===== src/design/mocs_pkg.sv =====
// Package for the motor open/close sequencer.
// Holds the phase, mode, position and run-step types, register indexes and reset values.
// No dependencies.
package mocs_pkg;

    localparam int CFG_TICK_W = 24;
    localparam int DUTY_W     = 10;
    localparam int CFG_ADDR_W = 5;
    localparam int CFG_DATA_W = 32;

    typedef enum logic [2:0] {
        PH_START   = 3'd0,
        PH_IDLE    = 3'd1,
        PH_DELAY   = 3'd2,
        PH_SELECT  = 3'd3,
        PH_UNKNOWN = 3'd4,
        PH_OPEN    = 3'd5,
        PH_CLOSE   = 3'd6
    } t_phase;

    typedef enum logic [1:0] {
        MODE_LOW  = 2'd0,
        MODE_HIGH = 2'd1,
        MODE_PWM  = 2'd2
    } t_mode;

    typedef enum logic [1:0] {
        POS_UNKNOWN = 2'd0,
        POS_OPEN    = 2'd1,
        POS_CLOSED  = 2'd2
    } t_pos;

    typedef enum logic [1:0] {
        RUN_SETUP = 2'd0,
        RUN_DRIVE = 2'd1,
        RUN_STOP  = 2'd2
    } t_run_step;

    typedef enum logic [2:0] {
        CFG_SWITCH_DELAY  = 3'd0,
        CFG_RUN_TIMEOUT   = 3'd1,
        CFG_OPEN_STOP     = 3'd2,
        CFG_CLOSE_STOP    = 3'd3,
        CFG_UNKNOWN_STOP  = 3'd4,
        CFG_DRIVE_DUTY    = 3'd5,
        CFG_UNKNOWN_DUTY  = 3'd6,
        CFG_END_DUTY      = 3'd7
    } t_cfg_idx;

    localparam logic [CFG_TICK_W-1:0] RST_SWITCH_DELAY = 24'd500000;
    localparam logic [CFG_TICK_W-1:0] RST_RUN_TIMEOUT  = 24'd3000000;
    localparam logic [CFG_TICK_W-1:0] RST_OPEN_STOP    = 24'd300000;
    localparam logic [CFG_TICK_W-1:0] RST_CLOSE_STOP   = 24'd10000;
    localparam logic [CFG_TICK_W-1:0] RST_UNKNOWN_STOP = 24'd1000;
    localparam logic [DUTY_W-1:0]     RST_DRIVE_DUTY   = 10'd999;
    localparam logic [DUTY_W-1:0]     RST_UNKNOWN_DUTY = 10'd700;
    localparam logic [DUTY_W-1:0]     RST_END_DUTY     = 10'd300;

endpackage


===== src/design/motor_open_close_sequencer.sv =====
// Top level of the motor open/close sequencer: tick channel, result channel, APB registers.
// Depends on mocs_pkg.
// Latency: the result of a tick is valid in the cycle after the tick is accepted.
// One tick per clock unless stalled; phase, timer and drive registers update in one pass.
// A new tick is taken while the previous result is being taken in the same cycle.
// Synchronous active-low reset puts the registers at their reset values, the phase at start,
// both channels at high brake and the result channel empty.
module motor_open_close_sequencer
    import mocs_pkg::*;
#(
    parameter int TIMER_BITS = 24
) (
    input  logic                  i_clk,
    input  logic                  i_rst_n,
    input  logic                  i_valid,
    output logic                  o_stall,
    input  logic                  i_power_switch_on,
    input  logic                  i_at_open_limit,
    input  logic                  i_at_close_limit,
    output logic                  o_valid,
    input  logic                  i_stall,
    output logic [1:0]            o_chan_a_mode,
    output logic [1:0]            o_chan_b_mode,
    output logic [DUTY_W-1:0]     o_pwm_compare,
    output logic [1:0]            o_last_position,
    output logic [2:0]            o_phase,
    input  logic                  psel,
    input  logic                  penable,
    input  logic                  pwrite,
    input  logic [CFG_ADDR_W-1:0] paddr,
    input  logic [CFG_DATA_W-1:0] pwdata,
    output logic [CFG_DATA_W-1:0] prdata,
    output logic                  pready
);

    localparam int CMP_W = (TIMER_BITS > CFG_TICK_W) ? TIMER_BITS : CFG_TICK_W;

    logic [CFG_TICK_W-1:0] r_switch_delay;
    logic [CFG_TICK_W-1:0] r_run_timeout;
    logic [CFG_TICK_W-1:0] r_open_stop;
    logic [CFG_TICK_W-1:0] r_close_stop;
    logic [CFG_TICK_W-1:0] r_unknown_stop;
    logic [DUTY_W-1:0]     r_drive_duty;
    logic [DUTY_W-1:0]     r_unknown_duty;
    logic [DUTY_W-1:0]     r_end_duty;

    t_phase                r_phase,    n_phase;
    t_run_step             r_run_step, n_run_step;
    logic [TIMER_BITS-1:0] r_elapsed,  n_elapsed;
    t_pos                  r_position, n_position;
    logic [DUTY_W-1:0]     r_compare,  n_compare;
    t_mode                 r_mode_a,   n_mode_a;
    t_mode                 r_mode_b,   n_mode_b;
    logic                  r_out_valid;

    logic                  in_accept;
    logic                  cfg_write;
    t_cfg_idx              cfg_idx;
    logic                  restart;
    logic [TIMER_BITS-1:0] now;
    logic [CMP_W-1:0]      now_ext;
    logic                  run_limit;
    logic [CFG_TICK_W-1:0] run_stop_ticks;
    logic [DUTY_W-1:0]     run_duty;
    t_mode                 run_mode_a;
    t_mode                 run_mode_b;
    t_pos                  run_end_pos;
    logic                  run_ends;
    logic                  stop_done;
    logic                  delay_done;

    assign pready    = 1'b1;
    assign cfg_idx   = t_cfg_idx'(paddr[CFG_ADDR_W-1:2]);
    assign cfg_write = psel && penable && pwrite && pready;

    always_ff @(posedge i_clk) begin
        if (!i_rst_n) begin
            r_switch_delay <= RST_SWITCH_DELAY;
            r_run_timeout  <= RST_RUN_TIMEOUT;
            r_open_stop    <= RST_OPEN_STOP;
            r_close_stop   <= RST_CLOSE_STOP;
            r_unknown_stop <= RST_UNKNOWN_STOP;
            r_drive_duty   <= RST_DRIVE_DUTY;
            r_unknown_duty <= RST_UNKNOWN_DUTY;
            r_end_duty     <= RST_END_DUTY;
        end else if (cfg_write) begin
            unique case (cfg_idx)
                CFG_SWITCH_DELAY: r_switch_delay <= pwdata[CFG_TICK_W-1:0];
                CFG_RUN_TIMEOUT:  r_run_timeout  <= pwdata[CFG_TICK_W-1:0];
                CFG_OPEN_STOP:    r_open_stop    <= pwdata[CFG_TICK_W-1:0];
                CFG_CLOSE_STOP:   r_close_stop   <= pwdata[CFG_TICK_W-1:0];
                CFG_UNKNOWN_STOP: r_unknown_stop <= pwdata[CFG_TICK_W-1:0];
                CFG_DRIVE_DUTY:   r_drive_duty   <= pwdata[DUTY_W-1:0];
                CFG_UNKNOWN_DUTY: r_unknown_duty <= pwdata[DUTY_W-1:0];
                CFG_END_DUTY:     r_end_duty     <= pwdata[DUTY_W-1:0];
                default: begin
                end
            endcase
        end
    end

    always_comb begin
        unique case (cfg_idx)
            CFG_SWITCH_DELAY: prdata = CFG_DATA_W'(r_switch_delay);
            CFG_RUN_TIMEOUT:  prdata = CFG_DATA_W'(r_run_timeout);
            CFG_OPEN_STOP:    prdata = CFG_DATA_W'(r_open_stop);
            CFG_CLOSE_STOP:   prdata = CFG_DATA_W'(r_close_stop);
            CFG_UNKNOWN_STOP: prdata = CFG_DATA_W'(r_unknown_stop);
            CFG_DRIVE_DUTY:   prdata = CFG_DATA_W'(r_drive_duty);
            CFG_UNKNOWN_DUTY: prdata = CFG_DATA_W'(r_unknown_duty);
            CFG_END_DUTY:     prdata = CFG_DATA_W'(r_end_duty);
            default:          prdata = '0;
        endcase
    end

    assign o_stall   = r_out_valid && i_stall;
    assign in_accept = i_valid && !o_stall;

    assign now     = (r_elapsed == {TIMER_BITS{1'b1}}) ? r_elapsed
                                                       : TIMER_BITS'(r_elapsed + 1'b1);
    assign now_ext = CMP_W'(now);

    always_comb begin
        run_limit      = i_at_close_limit;
        run_stop_ticks = r_close_stop;
        run_duty       = r_drive_duty;
        run_mode_a     = MODE_PWM;
        run_mode_b     = MODE_LOW;
        run_end_pos    = POS_CLOSED;
        case (r_phase)
            PH_UNKNOWN: begin
                run_stop_ticks = r_unknown_stop;
                run_duty       = r_unknown_duty;
            end
            PH_OPEN: begin
                run_limit      = i_at_open_limit;
                run_stop_ticks = r_open_stop;
                run_mode_a     = MODE_LOW;
                run_mode_b     = MODE_PWM;
                run_end_pos    = POS_OPEN;
            end
            default: begin
            end
        endcase
    end

    assign delay_done = now_ext >= CMP_W'(r_switch_delay);
    assign run_ends   = run_limit || (now_ext >= CMP_W'(r_run_timeout));
    assign stop_done  = now_ext >= CMP_W'(run_stop_ticks);

    always_comb begin
        n_phase    = r_phase;
        n_run_step = r_run_step;
        restart    = 1'b0;
        unique case (r_phase)
            PH_START: begin
                n_phase    = PH_IDLE;
                n_run_step = RUN_SETUP;
            end
            PH_IDLE: begin
                n_run_step = RUN_SETUP;
                if (i_power_switch_on) begin
                    restart = 1'b1;
                    n_phase = PH_DELAY;
                end else begin
                    n_phase = PH_START;
                end
            end
            PH_DELAY: begin
                if (delay_done) begin
                    n_phase    = PH_SELECT;
                    n_run_step = RUN_SETUP;
                end
            end
            PH_SELECT: begin
                n_run_step = RUN_SETUP;
                if (i_at_open_limit) begin
                    n_phase = (r_position == POS_OPEN) ? PH_CLOSE : PH_UNKNOWN;
                end else if (i_at_close_limit) begin
                    n_phase = (r_position == POS_CLOSED) ? PH_OPEN : PH_UNKNOWN;
                end else begin
                    n_phase = PH_UNKNOWN;
                end
            end
            PH_UNKNOWN, PH_OPEN, PH_CLOSE: begin
                case (r_run_step)
                    RUN_SETUP: begin
                        restart    = 1'b1;
                        n_run_step = RUN_DRIVE;
                    end
                    RUN_DRIVE: begin
                        if (run_ends) begin
                            restart    = 1'b1;
                            n_run_step = RUN_STOP;
                        end
                    end
                    RUN_STOP: begin
                        if (stop_done) begin
                            n_phase    = PH_START;
                            n_run_step = RUN_SETUP;
                        end
                    end
                    default: begin
                    end
                endcase
            end
            default: begin
                n_phase    = PH_START;
                n_run_step = RUN_SETUP;
            end
        endcase
        n_elapsed = restart ? '0 : now;
    end

    always_comb begin
        n_position = r_position;
        n_compare  = r_compare;
        n_mode_a   = r_mode_a;
        n_mode_b   = r_mode_b;
        unique case (r_phase)
            PH_SELECT: begin
                if (!i_at_open_limit && !i_at_close_limit) begin
                    n_position = POS_UNKNOWN;
                end
            end
            PH_UNKNOWN, PH_OPEN, PH_CLOSE: begin
                case (r_run_step)
                    RUN_SETUP: begin
                        n_compare = run_duty;
                        n_mode_a  = run_mode_a;
                        n_mode_b  = run_mode_b;
                    end
                    RUN_DRIVE: begin
                        if (run_ends) begin
                            n_compare = r_end_duty;
                        end
                    end
                    RUN_STOP: begin
                        if (stop_done) begin
                            n_mode_a   = MODE_HIGH;
                            n_mode_b   = MODE_HIGH;
                            n_position = run_end_pos;
                        end
                    end
                    default: begin
                    end
                endcase
            end
            default: begin
            end
        endcase
    end

    always_ff @(posedge i_clk) begin
        if (!i_rst_n) begin
            r_phase     <= PH_START;
            r_run_step  <= RUN_SETUP;
            r_elapsed   <= '0;
            r_position  <= POS_UNKNOWN;
            r_compare   <= '0;
            r_mode_a    <= MODE_HIGH;
            r_mode_b    <= MODE_HIGH;
            r_out_valid <= 1'b0;
        end else begin
            if (in_accept) begin
                r_phase     <= n_phase;
                r_run_step  <= n_run_step;
                r_elapsed   <= n_elapsed;
                r_position  <= n_position;
                r_compare   <= n_compare;
                r_mode_a    <= n_mode_a;
                r_mode_b    <= n_mode_b;
                r_out_valid <= 1'b1;
            end else if (!i_stall) begin
                r_out_valid <= 1'b0;
            end
        end
    end

    assign o_valid         = r_out_valid;
    assign o_chan_a_mode   = r_mode_a;
    assign o_chan_b_mode   = r_mode_b;
    assign o_pwm_compare   = r_compare;
    assign o_last_position = r_position;
    assign o_phase         = r_phase;

endmodule


===== config.mk =====
export PLATFORM = sky130hd
export DESIGN_NAME = motor_open_close_sequencer
export DESIGN_NICKNAME = d
export VERILOG_FILES = /design/src/design/mocs_pkg.sv /design/src/design/motor_open_close_sequencer.sv
export SDC_FILE = /design/constraint.sdc
export NUM_CORES = 1
export LEC_CHECK = 0
export BUFFER_PORTS_ARGS = -buffer_cell sky130_fd_sc_hd__buf_4
export CORE_MARGIN = 1.5
export CORE_UTILIZATION = 34
export CTS_BUF_LIST = sky130_fd_sc_hd__clkbuf_16
export DETAILED_ROUTE_END_ITERATION = 6
export GPL_ROUTABILITY_DRIVEN = 0
export PLACE_DENSITY = 0.53
export SKIP_LAST_GASP = 1
export SLEW_MARGIN = 20
export SYNTH_ARGS = -nofsm -noshare
export SYNTH_HDL_FRONTEND = slang
export SYNTH_SLANG_ARGS = --single-unit

===== constraint.sdc =====
create_clock -name i_clk -period 3.8 [get_ports i_clk]
set_input_delay 0.38 -clock i_clk [delete_from_list [all_inputs] [get_ports i_clk]]
set_output_delay 0.38 -clock i_clk [all_outputs]
set_load 0.02 [all_outputs]

==> metrics.csv, run 1 <==
metric,value,unit
synth_most_common_cell,sky130_fd_sc_hd__nand2_1,
antenna_cells,0,
wl_per_cell,20.0,um
routed_via_count,11100,
tritoncts,built,
ys.warnings.count,0,
netlist_top_cells_count,"353 x sky130_fd_sc_hd__nand2_1, 195 x sky130_fd_sc_hd__dfxtp_1, 163 x sky130_fd_sc_hd__a21oi_1",
first_global_vias,10400,
design_power_total,4.54,mW
post_synth_inst_count,1479,
path_delay_family,simple AND/OR/NAND/NOR gates,
worstSetupStartpoint,r_elapsed[6]$_SDFFE_PN0P_,
synth-async-reset-ratio,0,%
post_route_worst_setup_slack,0.0195,ns
post-synth-top-area-fraction,34.5,%
power_density,333,nW/um^2
final_net_count,1702,
synth_cell_types,67,
post-synth-top-area-cell,sky130_fd_sc_hd__dfxtp_1,
setup.reg_to_reg.worst_slack,0.02,ns
cp_cell_sequence,"and4_4, and3_4, nand4_4, or4b_4, nor3_4, xor2_2, ha_1, nand4_1, nor4_2, buf_4, nand2_2, o21ai_4, o32ai_4, or4b_1, nand3_1",
drive_above_1_share,17.6,%
fp.dieW,185,um
slew_viol_final,0,
grt_pass1_wl,61.5,mm
slew_headroom,24.7,%
synth.yosys.seq_area_share,34.5,%
vias_per_cell,5.47,
area.growth.synth_to_final,20.7,%
cts_max_level,4,
grt_setup_unrepaired,yes,
mappedNetlistArea,11300,um^2
number_of_flops_mapped_to_enable_cells_by_yosys,0,
global_route_total_overflow,0,
floorplan.initialDensity,34.7,%
report.final.setup_viol,0,
regToRegStartpoint,r_elapsed[6]$_SDFFE_PN0P_,
ys_top_cells_by_area,"sky130_fd_sc_hd__dfxtp_1 35%, sky130_fd_sc_hd__nand2_1 12%, sky130_fd_sc_hd__ha_1 8.5%",
port_buffer_count,81,
antenna_violations_before_repair,0,
cts_sinks,195,
endpoint,r_run_step[1]$_SDFFE_PN0P_,
clock_tree.root_cell,sky130_fd_sc_hd__clkbuf_16,
drtAntennaViolNets,0,
pin_count_of_the_biggest_net_entering_global_routing,78,
dominant_synthesized_flop_cell,sky130_fd_sc_hd__dfxtp_1,
critPathMaxStageDelay,0.58,ns
worst_ir_drop_on_vdd,0.000304,V
firstDrtPassIters,6,
total_leakage_power,5.51,nW
period_needed,3.78,ns
holdCritPathClass,in -> reg,
final.period_utilization,99.5,%
insertion_delay,0.45,ns
critical_path_peak_fanout,4,
required,4.18,ns
cts_inserted_buffers,17,
max-clock-path-buffers,2,
final_core_util,41.8,%
pre_cts_ws,-0.104,ns
crit_type,reg -> reg,
critPathBufInv,1,
totalWireLength,40.6,mm
total_count_of_hold_check_failures_in_the_final_report,0,
hold_slack,0.157,ns
outcome,"complete, no violations",
grt_usage,23.7,%
crit_cells,15,
height_of_the_die,185,um
skew,0.0156,ns
hold_buffer_count_at_cts,0,
end_kind,flop,
detail_route.drc_violations,0,
crit_path_start_kind,flop,
ios,101,
drt-initial-drc-count,1011,
worstPathArrival,4.16,ns
max_freq,265,MHz
floorplan.core_area,32600,um^2
row_count,66,
hpwlAfterDp,28.2,mm
clkTransAtPathRegs,0.08,ns
dieArea,34400,um^2
synth-seq-cells,195,
slowest_stage,sky130_fd_sc_hd__or4b_4,
drv_cap,0,
timing_worst_slew_pin_value,1.13,ns
postSynthAreaPerCell,7.65,um^2
reg2regPathDepth,15,
rr_endpoint,r_run_step[1]$_SDFFE_PN0P_,
repair_timing:
action | CTS | global route
resized for setup | 3 | 54
gates cloned | 0 | 1
endpoints found under the hold margin | 0 | 0
setup endpoints to repair | 34 | 43
pin swaps | 3 | 27
buffers inserted | 2 | 15
cells in the final DEF (no fill, tap or decap), types with 4 or more instances in the layout:
cell type and count:
sky130_fd_sc_hd__nand2_2 4, sky130_fd_sc_hd__a211oi_1 4, sky130_fd_sc_hd__or3_1 4, sky130_fd_sc_hd__clkbuf_16 17, sky130_fd_sc_hd__dfxtp_2 11, sky130_fd_sc_hd__or2_2 6, sky130_fd_sc_hd__a221oi_1 7, sky130_fd_sc_hd__nor2_1 79
sky130_fd_sc_hd__buf_4 174, sky130_fd_sc_hd__nand4_1 25, sky130_fd_sc_hd__a32o_1 12, sky130_fd_sc_hd__o21a_1 17, sky130_fd_sc_hd__o21ai_0 32, sky130_fd_sc_hd__dfxtp_1 183, sky130_fd_sc_hd__or4_1 4, sky130_fd_sc_hd__nand2_1 349
sky130_fd_sc_hd__a31oi_1 9, sky130_fd_sc_hd__and3_1 5, sky130_fd_sc_hd__nand3_1 60, sky130_fd_sc_hd__o22ai_1 11, sky130_fd_sc_hd__o31ai_1 5, sky130_fd_sc_hd__nor2_2 7, sky130_fd_sc_hd__a21oi_1 161, sky130_fd_sc_hd__o2111ai_1 4
sky130_fd_sc_hd__xnor2_1 10, sky130_fd_sc_hd__inv_8 4, sky130_fd_sc_hd__a22oi_1 15, sky130_fd_sc_hd__nand2b_1 7, sky130_fd_sc_hd__o21ai_1 9, sky130_fd_sc_hd__nor2b_1 9, sky130_fd_sc_hd__conb_1 9, sky130_fd_sc_hd__inv_1 66
sky130_fd_sc_hd__nor3_2 5, sky130_fd_sc_hd__mux4_2 5, sky130_fd_sc_hd__o221ai_1 12, sky130_fd_sc_hd__o211ai_1 25, sky130_fd_sc_hd__ha_1 76, sky130_fd_sc_hd__mux2i_1 72
power by group:
group | switching (mW) | internal (mW) | total (mW)
logic | 0.322 | 0.181 | 0.502
registers | 0.0291 | 2.06 | 2.09
clock network | 0.945 | 1.01 | 1.95
total | 1.30 | 3.25 | 4.54
sequential cells by signal (all words and copies together) (netlist names):
register / count
r_unknown_duty: 10
r_drive_duty: 10
r_run_timeout: 24
r_elapsed: 24
r_switch_delay: 24
r_open_stop: 24
o_last_position: 2
o_chan_a_mode: 2
o_chan_b_mode: 1
r_close_stop: 24
o_phase: 3
o_valid: 1
r_unknown_stop: 24
r_end_duty: 10
o_pwm_compare: 10
r_run_step: 2
per-stage QoR:
step	cell area (um^2)	TNS, ns	instances
after detailed placement	12700	-0.528	1983
after global placement	12700	-0.0109	1983
final	13700	0	2033
after CTS	13300	-0.0208	2017
after floorplan	11300	0	1486
after global routing	13700	-2.38	2033
how the worst min path moves through the flow:
stage,start,end,slack [ns],cells after the start
finish,i_valid,o_valid$_SDFFE_PN0P_,0.16,2
global route,i_valid,o_valid$_SDFFE_PN0P_,0.17,2
CTS,i_valid,o_valid$_SDFFE_PN0P_,0.14,2
detailed placement,r_run_timeout[4]$_SDFFE_PN0P_,r_run_timeout[4]$_SDFFE_PN0P_,0.45,2
global placement,r_run_timeout[4]$_SDFFE_PN0P_,r_run_timeout[4]$_SDFFE_PN0P_,0.45,2
floorplan,r_run_timeout[4]$_SDFFE_PN0P_,r_run_timeout[4]$_SDFFE_PN0P_,0.44,2
final cells by class:
| cell class | count | area, um^2 |
|---|---|---|
| Sequential cell | 195 | 3920 |
| Multi-Input combinational cell | 1119 | 6950 |
| Fill cell | 3401 | 19000 |
| Inverter | 67 | 253 |
| Clock inverter | 15 | 193 |
| Tap cell | 442 | 553 |
| Clock buffer | 17 | 425 |
| Timing Repair Buffer | 178 | 1360 |
worst register-to-register path, stage by stage (launching register included):
cell and delay (ns):
sky130_fd_sc_hd__dfxtp_2 0.36, sky130_fd_sc_hd__and4_4 0.23, sky130_fd_sc_hd__and3_4 0.21, sky130_fd_sc_hd__nand4_4 0.09, sky130_fd_sc_hd__or4b_4 0.58, sky130_fd_sc_hd__nor3_4 0.24
sky130_fd_sc_hd__xor2_2 0.11, sky130_fd_sc_hd__ha_1 0.30, sky130_fd_sc_hd__nand4_1 0.16, sky130_fd_sc_hd__nor4_2 0.27, sky130_fd_sc_hd__buf_4 0.17, sky130_fd_sc_hd__nand2_2 0.08
sky130_fd_sc_hd__o21ai_4 0.20, sky130_fd_sc_hd__o32ai_4 0.13, sky130_fd_sc_hd__or4b_1 0.49, sky130_fd_sc_hd__nand3_1 0.08
metal layers:
metal	wire length, um	global-route usage [%]
met4	835	7.64
met3	2320	4.33
met2	18500	37.2
met5	0	0
met1	19000	32.7
cell families (layout without fill, tap and decap cells):
kind of cell	count (synthesis)	after routing	synth area share, %
simple gates	589	589	22.7
compound gates	349	349	19.1
flops	195	195	34.5
buf+inv	172	277	6.20
mux	81	81	7.76
fa+ha+maj	77	77	8.52
xor+xnor	14	14	1.15
other cells	2	9	0.0664
Power figures use the tool's default switching activity.
==> run 2: changes to the inputs <==
Settings changed: CORE_UTILIZATION 34 to 60, PLACE_DENSITY 0.53 to 0.83.
==> metrics.csv, run 2 (same netlist as run 1, synthesis figures left out) <==
metric,value,unit,change
crit_type,reg -> reg,,
crit_path_start_kind,flop,,
drtAntennaViolNets,0,,unchanged
routed_via_count,11700,,+4.7%
skew,0.0111,ns,-0.00443 ns
global_route_total_overflow,0,,unchanged
comb_power_share,10.9,%,-0.2 points
path_delay_family,simple AND/OR/NAND/NOR gates,,
totalWireLength,36.7,mm,-9.5%
outcome,"complete, no violations",,
vias_per_cell,6.54,,+20%
drive_above_1_share,14.9,%,-2.7 points
switching_share,28.1,%,-0.45 points
grt_setup_unrepaired,yes,,
antenna_cells,0,,unchanged
critical_path_peak_fanout,6,,+2
reg2regPathDepth,15,,unchanged
wl_per_cell,20.6,um,+3.3%
antenna_violations_before_repair,0,,unchanged
cts_max_level,4,,unchanged
dieArea,19700,um^2,-43%
register_area,3920,um^2,about the same
timing_worst_slew_pin_value,1.17,ns,+0.0448 ns
worst_ir_drop_on_vdd,0.000322,V,+6.0%
cts_sinks,195,,unchanged
area.growth.synth_to_final,15.1,%,
insertion_delay,0.45,ns,about the same
required,4.10,ns,-0.08 ns
max-clock-path-buffers,2,,unchanged
detail_route.drc_violations,0,,unchanged
layout.cells.most_common_list,"349 x sky130_fd_sc_hd__nand2_1, 186 x sky130_fd_sc_hd__dfxtp_1, 162 x sky130_fd_sc_hd__a21oi_1, 128 x sky130_fd_sc_hd__buf_4, 81 x sky130_fd_sc_hd__nor2_1",,
final.period_utilization,99.0,%,-0.46 points
p_int,3.17,mW,-2.3%
hold_path_startpoint,i_valid,,
grt_usage,35.9,%,+12 points
worst_hold_path.endpoint,o_valid$_SDFFE_PN0P_,,
cp_cell_sequence,"nand4_1, nor4_2, nand4_1, buf_6, buf_4, mux2_4, ha_1, or3b_1, o2111ai_1, a31oi_1, o311a_4, o211ai_1, buf_4, a21o_1, a21oi_1",,
fp.dieW,140,um,-24%
drt-initial-drc-count,1272,,+26%
hold_slack,0.150,ns,-0.00653 ns
ios,101,,unchanged
hpwlAfterDp,24.3,mm,-14%
holdPathStages,2,,unchanged
slowest_stage,sky130_fd_sc_hd__or3b_1,,
clkTransAtPathRegs,0.07,ns,about the same
floorplan.initialDensity,60.9,%,+26 points
rr_endpoint,o_last_position[0]$_SDFFE_PN0P_,,
power.share.sequential,47.5,%,+1.5 points
final.fill_count,1434,,-58%
pin_count_of_the_biggest_net_entering_global_routing,78,,unchanged
period_needed,3.76,ns,-0.0175 ns
hold_buffer_count_at_cts,0,,unchanged
slew_headroom,21.7,%,-3.0 points
clock_power_share,41.6,%,-1.3 points
end_kind,flop,,
floorplan.core_area,18600,um^2,-43%
total_area_of_multi_input_combinational_cells,6940,um^2,-0.11%
grt_pass1_wl,55.6,mm,-9.6%
critPathMaxStageDelay,0.40,ns,-0.18 ns
cts_inserted_buffers,17,,unchanged
final_net_count,1657,,-2.6%
layout.cells.most_common,sky130_fd_sc_hd__nand2_1,,
regToRegStartpoint,r_elapsed[22]$_SDFFE_PN0P_,,
firstDrtPassIters,6,,unchanged
max_freq,266,MHz,+0.46%
worstPathArrival,4.06,ns,-0.10 ns
total_count_of_hold_check_failures_in_the_final_report,0,,unchanged
switchingPower,1.24,mW,-4.5%
slew_viol_final,0,,unchanged
height_of_the_die,140,um,-24%
first_global_vias,10600,,+1.3%
port_buffer_count,81,,unchanged
report.final.setup_viol,0,,unchanged
total_leakage_power,5.30,nW,-3.7%
tritoncts,built,,
final_core_util,70.1,%,+28 points
row_count,50,,-24%
clock_tree.root_cell,sky130_fd_sc_hd__clkbuf_16,,
critPathBufInv,3,,+2
holdCritPathClass,in -> reg,,
setup.reg_to_reg.worst_slack,0.04,ns,+0.02 ns
power_density,339,nW/um^2,+1.8%
drv_cap,0,,unchanged
## run 2: layer usage
layer | up-vias | wire length, um | track usage, %
li1 | 5257 | - | -
met1 | 5423 | 14200 | 47.3
met2 | 816 | 16200 | 55.9
met3 | 154 | 4530 | 7.38
met4 | 0 | 1800 | 18.2
met5 | - | 0 | 0
## run 2: per-stage QoR
stage / power (mW) / setup TNS [ns] / instances / setup WS [ns] / instance area (um^2)
after floorplan: 2.42 / 0 / 1486 / 0.136 / 11300
after global placement: 2.59 / 0 / 1741 / 0.0231 / 12200
after detailed placement: 2.60 / 0 / 1741 / 0.00246 / 12200
after CTS: 4.39 / 0 / 1773 / 0.0378 / 12800
after global routing: 4.51 / -1.41 / 1780 / -0.111 / 13000
final: 4.41 / 0 / 1780 / 0.0370 / 13000
## run 2: timing repair
action                                  4_1_cts  5_1_grt
buffers inserted                              0        7
endpoints found under the setup margin        2       44
gates resized for setup                       3       49
pin swaps                                     0       21
## run 2: power by group through the flow
stage / logic (mW) / registers (mW) / clock network (mW)
after floorplan: 0.295 / 2.13 / 0
final: 0.482 / 2.09 / 1.84
after global placement: 0.450 / 2.14 / 0
after global routing: 0.504 / 2.10 / 1.91
after detailed placement: 0.459 / 2.14 / 0
after CTS: 0.463 / 2.09 / 1.83
## run 2: worst max path at each step
stage / start / end / slack, ns / cells after the start
after global placement: r_elapsed[6]$_SDFFE_PN0P_ / r_run_step[1]$_SDFFE_PN0P_ / 0.02 / 14
final: r_elapsed[22]$_SDFFE_PN0P_ / o_last_position[0]$_SDFFE_PN0P_ / 0.04 / 15
after floorplan: o_phase[0]$_SDFFE_PN0P_ / o_phase[1]$_SDFFE_PN0P_ / 0.14 / 13
after global routing: r_elapsed[21]$_SDFFE_PN0P_ / r_elapsed[7]$_SDFFE_PN0P_ / -0.11 / 16
after CTS: r_elapsed[6]$_SDFFE_PN0P_ / o_pwm_compare[9]$_SDFFE_PN0P_ / 0.04 / 16
after detailed placement: r_elapsed[6]$_SDFFE_PN0P_ / r_run_step[1]$_SDFFE_PN0P_ / 0.002 / 14
## run 2: final cells by class
| type | count | area share, % |
|---|---|---|
| Multi-Input combinational cell | 1119 | 53.3 |
| Tap cell | 234 | 2.25 |
| Sequential cell | 195 | 30.1 |
| Clock inverter | 15 | 1.27 |
| Timing Repair Buffer | 133 | 7.88 |
| Inverter | 67 | 1.94 |
| Clock buffer | 17 | 3.27 |
## run 2: worst reg2reg max path: stages (launching register included)
cell,delay [ns]
sky130_fd_sc_hd__dfxtp_1,0.38
sky130_fd_sc_hd__nand4_1,0.22
sky130_fd_sc_hd__nor4_2,0.29
sky130_fd_sc_hd__nand4_1,0.21
sky130_fd_sc_hd__buf_6,0.19
sky130_fd_sc_hd__buf_4,0.16
sky130_fd_sc_hd__mux2_4,0.34
sky130_fd_sc_hd__ha_1,0.23
sky130_fd_sc_hd__or3b_1,0.40
sky130_fd_sc_hd__o2111ai_1,0.12
sky130_fd_sc_hd__a31oi_1,0.15
sky130_fd_sc_hd__o311a_4,0.39
sky130_fd_sc_hd__o211ai_1,0.18
sky130_fd_sc_hd__buf_4,0.16
sky130_fd_sc_hd__a21o_1,0.12
sky130_fd_sc_hd__a21oi_1,0.07
==> run 3: changes to the inputs <==
Settings changed: BUFFER_PORTS_ARGS -buffer_cell sky130_fd_sc_hd__buf_4 to not set, DONT_BUFFER_PORTS set to 1, PLACE_DENSITY 0.83 to 0.79.
==> metrics.csv, run 3 (same netlist as run 1, synthesis figures left out) <==
metric,value,unit,change
groute.layer.met2.usage,53.9,%,-2.1 points
switchingPower,1.15,mW,-7.2%
timing_worst_slew_pin_value,1.07,ns,-0.106 ns
clkTransAtPathRegs,0.08,ns,about the same
antenna_cells,0,,unchanged
wl_per_cell,20.5,um,-0.72%
hpwlAfterDp,23.5,mm,-3.1%
area.growth.synth_to_final,8.90,%,
pin_count_of_the_biggest_net_entering_global_routing,79,,+1.3%
global_route_total_overflow,0,,unchanged
floorplan.core_area,18600,um^2,unchanged
power.share.sequential,49.9,%,+2.4 points
slew_viol_final,0,,unchanged
worstSetupStartpoint,r_elapsed[0]$_SDFFE_PN0P_,,
max_freq,266,MHz,+0.23%
drv_cap,0,,unchanged
register_area,3910,um^2,-0.22%
dieArea,19700,um^2,unchanged
regToRegStartpoint,r_elapsed[0]$_SDFFE_PN0P_,,
end_kind,flop,,
failed_checks,DRC,,
report.final.setup_viol,0,,unchanged
use_met3,8.38,%,+0.99 points
holdCritPathClass,in -> reg,,
fp.dieW,140,um,unchanged
stdcell_count,1700,,-4.5%
crit_path_start_kind,flop,,
routed_via_count,11000,,-5.9%
height_of_the_die,140,um,unchanged
cts_sinks,195,,unchanged
crit_type,reg -> reg,,
final_net_count,1577,,-4.8%
max-clock-path-buffers,2,,unchanged
worst_ir_drop_on_vdd,0.000318,V,-1.2%
grt_setup_unrepaired,yes,,
grt_busiest_layer,met2,,
layout.cells.most_common,sky130_fd_sc_hd__nand2_1,,
grt_usage,35.0,%,-0.95 points
cts_inserted_buffers,17,,unchanged
period_needed,3.75,ns,-0.00860 ns
p_int,3.05,mW,-3.8%
critical_path_peak_fanout,6,,unchanged
drive_above_1_share,9.07,%,-5.8 points
skew,0.0145,ns,+0.00341 ns
endpoint,r_run_step[1]$_SDFFE_PN0P_,,
first_global_vias,10100,,-4.5%
antenna_violations_before_repair,0,,unchanged
power_density,341,nW/um^2,+0.71%
required,4.18,ns,+0.08 ns
row_count,50,,unchanged
grt_util_met1,47.2,%,-0.19 points
setup.reg_to_reg.worst_slack,0.05,ns,about the same
clock_power_share,42.1,%,+0.5 points
total_area_of_multi_input_combinational_cells,6860,um^2,-1.2%
worstPathArrival,4.13,ns,+0.07 ns
totalNegativeSetupSlack,0,ns,unchanged
outcome,"finished, violations left",,
drt-initial-drc-count,1265,,-0.55%
layout.cells.most_common_list,"351 x sky130_fd_sc_hd__nand2_1, 191 x sky130_fd_sc_hd__dfxtp_1, 163 x sky130_fd_sc_hd__a21oi_1, 82 x sky130_fd_sc_hd__nor2_1, 76 x sky130_fd_sc_hd__ha_1",,
final.period_utilization,98.8,%,-0.23 points
clock_tree.root_cell,sky130_fd_sc_hd__clkbuf_16,,
dpl.cell_count,1661,,-4.6%
detail_route.drc_violations,1,,+1
drtAntennaViolNets,0,,unchanged
insertion_delay,0.44,ns,about the same
comb_power_share,8.0,%,-2.9 points
rr_endpoint,r_run_step[1]$_SDFFE_PN0P_,,
total_count_of_hold_check_failures_in_the_final_report,0,,unchanged
port_buffer_count,0,,-100%
totalWireLength,34.8,mm,-5.2%
total_leakage_power,4.88,nW,-8.0%
floorplan.initialDensity,60.9,%,unchanged
grt_pass1_wl,54.4,mm,-2.2%
hold_slack,0.0429,ns,-0.107 ns
ios,101,,unchanged
firstDrtPassIters,7,,+1
tritoncts,built,,
final.fill_count,1518,,+5.9%
reg2regPathDepth,15,,unchanged
cts_max_level,4,,unchanged
vias_per_cell,6.45,,-1.5%
switching_share,27.3,%,-0.73 points
slew_headroom,28.8,%,+7.1 points
-- run 3: power groups by stage --
stage               Combinational (mW)  Clock [mW]  Sequential (mW)
floorplan                        0.295           0             2.13
CTS                              0.326        1.77             2.10
detailed placement               0.321           0             2.14
finish                           0.337        1.77             2.10
global placement                 0.316           0             2.14
global route                     0.358        1.86             2.10
-- run 3: worst min path at each step --
stage / startpoint / endpoint / slack [ns] / cells past startpoint
2_1_floorplan: r_run_timeout[4]$_SDFFE_PN0P_ / r_run_timeout[4]$_SDFFE_PN0P_ / 0.44 / 2
3_3_place_gp: r_run_timeout[4]$_SDFFE_PN0P_ / r_run_timeout[4]$_SDFFE_PN0P_ / 0.44 / 2
3_5_place_dp: r_run_timeout[4]$_SDFFE_PN0P_ / r_run_timeout[4]$_SDFFE_PN0P_ / 0.45 / 2
4_1_cts: i_rst_n / r_drive_duty[0]$_SDFFE_PN1P_ / 0.02 / 1
5_1_grt: i_rst_n / r_unknown_duty[2]$_SDFFE_PN1P_ / 0.02 / 1
6_report: i_rst_n / r_end_duty[3]$_SDFFE_PN1P_ / 0.04 / 1
-- run 3: worst max-delay path: stages, from the launching register on --
cell and delay [ns]:
sky130_fd_sc_hd__dfxtp_1 0.34, sky130_fd_sc_hd__ha_1 0.19, sky130_fd_sc_hd__nand2_2 0.09, sky130_fd_sc_hd__nor4_2 0.22
sky130_fd_sc_hd__nand4_1 0.24, sky130_fd_sc_hd__or4b_4 0.32, sky130_fd_sc_hd__nor3_1 0.05, sky130_fd_sc_hd__or2_2 0.34
sky130_fd_sc_hd__ha_4 0.30, sky130_fd_sc_hd__nand4_1 0.13, sky130_fd_sc_hd__nor4_2 0.33, sky130_fd_sc_hd__a22oi_1 0.15
sky130_fd_sc_hd__nand4_1 0.22, sky130_fd_sc_hd__o32ai_2 0.14, sky130_fd_sc_hd__or4b_1 0.55, sky130_fd_sc_hd__nand3_1 0.08
-- run 3: routing by layer --
layer  wire [um]  up-vias
met2       15500      631
li1            -     5097
met4        1250        0
met3        4120      105
met5           0        -
met1       13900     5124
-- run 3: what timing repair did --
action | in CTS | in global routing
setup buffers | 0 | 7
endpoints found under the setup margin | 6 | 43
pin swaps | 0 | 15
resized for setup | 2 | 29
hold buffers | 0 | 0
-- run 3: final cells by class --
type	instances	share of cell area, %
Multi-Input combinational cell	1119	55.7
Clock buffer	17	3.45
Clock inverter	15	1.16
Sequential cell	195	31.8
Inverter	67	2.05
Timing Repair Buffer	53	3.53
Tap cell	234	2.38
-- run 3: per-stage QoR --
stage | setup slack, ns | util, % | cell area, um^2 | power (mW)
2_1_floorplan | 0.136 | - | 11300 | 2.42
3_3_place_gp | 0.0132 | 62.2 | 11600 | 2.46
3_5_place_dp | -0.0440 | 62.2 | 11600 | 2.46
4_1_cts | -0.00335 | 65.3 | 12100 | 4.19
5_1_grt | -0.136 | 66.3 | 12300 | 4.32
6_report | 0.0456 | 66.3 | 12300 | 4.20
